==> src/rtl/pscv_pkg.sv <==
package pscv_pkg;

   localparam int LEVEL_W = 16;
   localparam int ANGLE_W = 7;
   localparam int GAIN_W  = 24;
   localparam int RELAY_W = 8;
   localparam int PI_W    = 8;
   localparam int SUM_W   = 32;
   localparam int MODE_W  = 3;
   localparam int CSR_W   = 24;

   localparam int REQ_DATA_W = 32;
   localparam int RSP_DATA_W = 32;

   // operating modes
   localparam logic [MODE_W-1:0] MODE_AUTO   = 3'd0;
   localparam logic [MODE_W-1:0] MODE_CLOSE  = 3'd1;
   localparam logic [MODE_W-1:0] MODE_MAN1   = 3'd2;
   localparam logic [MODE_W-1:0] MODE_MAN2   = 3'd3;
   localparam logic [MODE_W-1:0] MODE_MANUAL = 3'd4;

   // register indexes
   localparam logic [2:0] REG_MODE      = 3'd0;
   localparam logic [2:0] REG_SETPOINT1 = 3'd1;
   localparam logic [2:0] REG_SETPOINT2 = 3'd2;
   localparam logic [2:0] REG_GAIN_PROP = 3'd3;
   localparam logic [2:0] REG_GAIN_INTG = 3'd4;
   localparam logic [2:0] REG_RELAY_ON  = 3'd5;
   localparam logic [2:0] REG_RELAY_BND = 3'd6;
   localparam logic [2:0] REG_RELAY_REL = 3'd7;

   typedef logic signed [1:0] drive_type;
   localparam drive_type DRIVE_HOLD  = 2'sd0;
   localparam drive_type DRIVE_OPEN  = 2'sd1;
   localparam drive_type DRIVE_CLOSE = -2'sd1;

   // split points of the PI output across the two valves
   localparam logic [PI_W-1:0] SPLIT_LOW  = 8'd30;
   localparam logic [PI_W-1:0] SPLIT_MID  = 8'd60;
   localparam logic [PI_W-1:0] SPLIT_HIGH = 8'd120;

   typedef struct packed {
      logic [RELAY_W-1:0] on_lvl;
      logic [RELAY_W-1:0] band;
      logic [RELAY_W-1:0] rel_lvl;
   } relay_cfg_type;

endpackage

==> src/rtl/pscv_relay.sv <==
module pscv_relay (
   input  logic [pscv_pkg::ANGLE_W-1:0] target,
   input  logic [pscv_pkg::ANGLE_W-1:0] angle,
   input  pscv_pkg::drive_type          prev,
   input  pscv_pkg::relay_cfg_type      cfg,
   output pscv_pkg::drive_type          drive
);

   localparam int DIFF_W = pscv_pkg::ANGLE_W + 3;
   localparam int CMP_W  = pscv_pkg::RELAY_W + 3;

   logic signed [DIFF_W-1:0] diff;
   logic signed [CMP_W-1:0]  err2;
   logic signed [CMP_W-1:0]  on_thr;
   logic signed [CMP_W-1:0]  rel_thr;
   logic signed [CMP_W-1:0]  close_thr;
   logic signed [CMP_W-1:0]  hold_thr;

   assign diff = $signed({3'b000, target}) - $signed({3'b000, angle});
   // error in half degrees
   assign err2 = $signed({{(CMP_W-DIFF_W){diff[DIFF_W-1]}}, diff}) <<< 1;

   assign on_thr    = $signed({3'b000, cfg.on_lvl});
   assign rel_thr   = $signed({3'b000, cfg.rel_lvl});
   assign close_thr = -($signed({3'b000, cfg.band}) + on_thr);
   assign hold_thr  = -($signed({3'b000, cfg.band}) + rel_thr);

   always_comb begin
      case (prev)
         pscv_pkg::DRIVE_OPEN: begin
            drive = (err2 > rel_thr) ? pscv_pkg::DRIVE_OPEN : pscv_pkg::DRIVE_HOLD;
         end
         pscv_pkg::DRIVE_HOLD: begin
            if (err2 >= on_thr) begin
               drive = pscv_pkg::DRIVE_OPEN;
            end else if (err2 <= close_thr) begin
               drive = pscv_pkg::DRIVE_CLOSE;
            end else begin
               drive = pscv_pkg::DRIVE_HOLD;
            end
         end
         default: begin
            drive = (err2 >= hold_thr) ? pscv_pkg::DRIVE_HOLD : pscv_pkg::DRIVE_CLOSE;
         end
      endcase
   end

endmodule

==> config.mk <==
export PLATFORM = sky130hd
export DESIGN_NAME = pscv_relay
export DESIGN_NICKNAME = d
export VERILOG_FILES = /design/src/rtl/pscv_pkg.sv /design/src/rtl/pscv_relay.sv
export SDC_FILE = /design/constraint.sdc
export NUM_CORES = 1
export LEC_CHECK = 0
export CELL_PAD_IN_SITES_DETAIL_PLACEMENT = 1
export CELL_PAD_IN_SITES_GLOBAL_PLACEMENT = 2
export CORE_MARGIN = 3
export CORE_UTILIZATION = 42
export DETAILED_ROUTE_END_ITERATION = 8
export DONT_BUFFER_PORTS = 1
export PLACE_DENSITY_LB_ADDON = 0.1
export SETUP_SLACK_MARGIN = 0.4
export SLEW_MARGIN = 20
export SYNTH_ARGS = -nofsm -noshare
export SYNTH_HDL_FRONTEND = slang
export SYNTH_SLANG_ARGS = --single-unit
==> constraint.sdc <==
create_clock -name vclk -period 7.2
set_input_delay 1.44 -clock vclk [all_inputs]
set_output_delay 1.44 -clock vclk [all_outputs]
set_load 0.005 [all_outputs]
==> metrics.txt <==
Final Power=roughly 250 µW; max capacitance violation total=0; Syn Nets=364; Comb pwr share=100.0%; Internal Pwr Total=approximately 120 µW; mapped cell area=approximately 2000 µm²; # resized after CTS=0; worst-path fanout max=3; hold crit path type=primary input to output pin; Worst setup SP type=primary input; IO Pins=between 40 and 50; Filler cells=about 590; syn avg cell area=approximately 7.9 µm²; ANT nets after route=0; Sequential Area=0 µm²; Synth Area in XOR/XNOR=approximately 6.1%; core box area=between 4000 and 5000 µm²; leading post-synthesis cells by cell area=ha_1 (42%), inv_1 (9.2%), a21oi_1 (5.3%), o21ai_0 (3.5%), a21o_1 (3.4%); layout cells sized above 1=4.33%; kind of critical path=primary input to output pin; RSZ-0062 raised after global routing=false; starting density of the core=44.7%; peak supply drop=between 0.04 and 0.05 mV; gr ovfl total=0; Antenna diodes=0; post-synthesis mux area share=0%; adder-cell share of the synthesized area=approximately 46%; sw frac=between 50% and 60%; WP data arrival=~4.6 ns; crit-path cells=ha_1 -> inv_1 -> ha_1 -> inv_1 -> fa_1 -> nor2b_1 -> o21ai_0 -> a21oi_1 -> o21ai_0 -> nand2b_1 -> a21oi_1 -> nor2b_1 -> ha_1 -> nor2b_1 -> o21ai_0 -> nand2b_1 -> or2_2 -> a21o_1 -> a31o_1; fin crit share=roughly 83%; Total GRT Usage=between 15 and 20%; status=completed; slew margin rel.=approximately two thirds; CP Capture Type=output pin; # Post-CTS Setup Buffers=0; WL/cell=around 14 µm; cell taking the most area after synthesis=ha_1; switching power=between 100 and 150 µW; Clk network pwr share=0%; slowest CP cell=fa_1; share of the synthesized area in the top cell type=between 40% and 50%; first-pass GRT wire length=8.04 mm; largest family of logic cells by synthesized area=adder cells; Leak=~0.0011 µW; final number of setup-violating endpoints=0; Critical Path Max Stage Delay=approximately 0.4 ns; final hold viol count=0; drt initial violations=14; DRC violations left=0; Multi-input gate area=approximately 1800 µm²; compound-gate portion of the synthesized area=26.1%; final cell count without fillers=306; final WL=4.42 mm; TNS Setup=0 ns; Vias/cell=~5.5; Simple-Gate Fraction of Synth Area=approximately an eighth; initial antenna violation count=0; height of the die=75.0 µm; Seq/Total Area, Yosys=0%; die boundary width=~75 µm; Post-Syn Instances=roughly 250; Least-Margin Pin Slew=0.493 ns; RePlAce Congestion=a little under 0.8; FP Rows=24; vias in the first global route=~1.9k; # clk buffers=0; Vias=between 1.5k and 2k; seq_cells=0; placed insts=306; register share of total power=0%; min cycle time layout=5.99 ns; Synth warnings=0; IO buf count=0; First-pass DRT Iterations=4; Synth cell types=38; die area=about 5600 µm²; largest net degree at the start of global routing=7; Worst EP required=between 5 and 6 ns; P per Cell Area=around 120 nW/µm²; final slew viol count=0; post-detail-place hpwl=4.18 mm; fmax=roughly 170 MHz; Post-CTS Hold Buffers=0; area grow syn2layout=3.25%; Nets=around 370
worst max-delay path, delay by kind of cell:
family	cells	cell delay, ns
AO/OA/AOI/OAI	7	1.02
adder cells (fa/ha/maj)	4	1.10
AND/OR/NAND/NOR	6	0.87
buffers and inverters	2	0.12
cells in the mapped netlist, types with 2 or more instances:
cell type and number:
o31a_1 2, o21a_1 5, a21oi_1 21, ha_1 67, fa_1 3, nand2b_1 6
nor2_1 8, a31o_1 2, xor2_1 7, o21ai_1 2, inv_1 49, maj3_2 2
o21bai_1 5, o21ai_0 14, or3_1 2, a211oi_1 4, nor3b_1 2, xnor2_1 7
nand3_1 4, or2_2 2, nor3_1 3, nand4_1 2, a21o_1 9, nor2b_1 8
nand2_1 4, o211ai_1 2
final timing paths:
| path | slack [ns] | end | startpoint | cells after the start |
|---|---|---|---|---|
| worst max-delay path | 1.21 | drive[0] | cfg[9] | 19 |
| worst min-delay path | 3.06 | drive[0] | prev[1] | 2 |
per-stage QoR:
stage / util (%) / worst slack, ns / hold slack, ns / cell area, µm²
2_1_floorplan: - / 1.48 / 3.04 / 2000
3_3_place_gp: 46.1 / 1.28 / 3.05 / 2060
3_5_place_dp: 46.1 / 1.22 / 3.06 / 2060
4_1_cts: 46.1 / 1.20 / 3.07 / 2060
5_1_grt: 46.1 / 0.849 / 3.08 / 2060
6_report: 46.1 / 1.21 / 3.06 / 2060
layout by cell type (no fill, tap or decap), types with 2 or more instances in the layout:
cell type	instances
fa_1	3
a211oi_1	4
o21a_1	5
o21bai_1	5
nor3b_1	2
o211ai_1	2
or3_1	2
a21oi_1	21
inv_1	49
o21ai_0	14
xnor2_1	7
xor2_1	7
nand4_1	2
nor2_1	8
maj3_2	2
nor3_1	3
o31a_1	2
nand3_1	4
nand2b_1	6
a21o_1	9
nor2b_1	8
nand2_1	4
a31o_1	2
or2_2	2
ha_1	67
o21ai_1	2
logic make-up (layout without fill, tap and decap cells):
group,count (synthesis),after routing
compound gates,74,74
buf+inv,49,49
simple gates,45,45
xor+xnor,14,14
fa+ha+maj,72,72
final cells by class:
| class | instances | share of cell area [%] |
|---|---|---|
| well taps | 52 | 3.15 |
| multi-input cells | 205 | 87.9 |
| inverters | 49 | 8.91 |
power groups by stage:
stage / logic [µW] / registers [µW] / clock network [µW]
floorplan: 202 / 0 / 0
global placement: 249 / 0 / 0
CTS: 257 / 0 / 0
detailed placement: 255 / 0 / 0
global route: 300 / 0 / 0
finish: 254 / 0 / 0
metal layers:
layer	GRT usage (%)	vias up	routed length [µm]
met4	0.395	0	0
met5	0	-	0
li1	-	900	-
met2	32.9	27	2060
met1	23.8	751	2210
met3	0.935	0	156
Note: power is estimated with default switching activity, not from simulation.
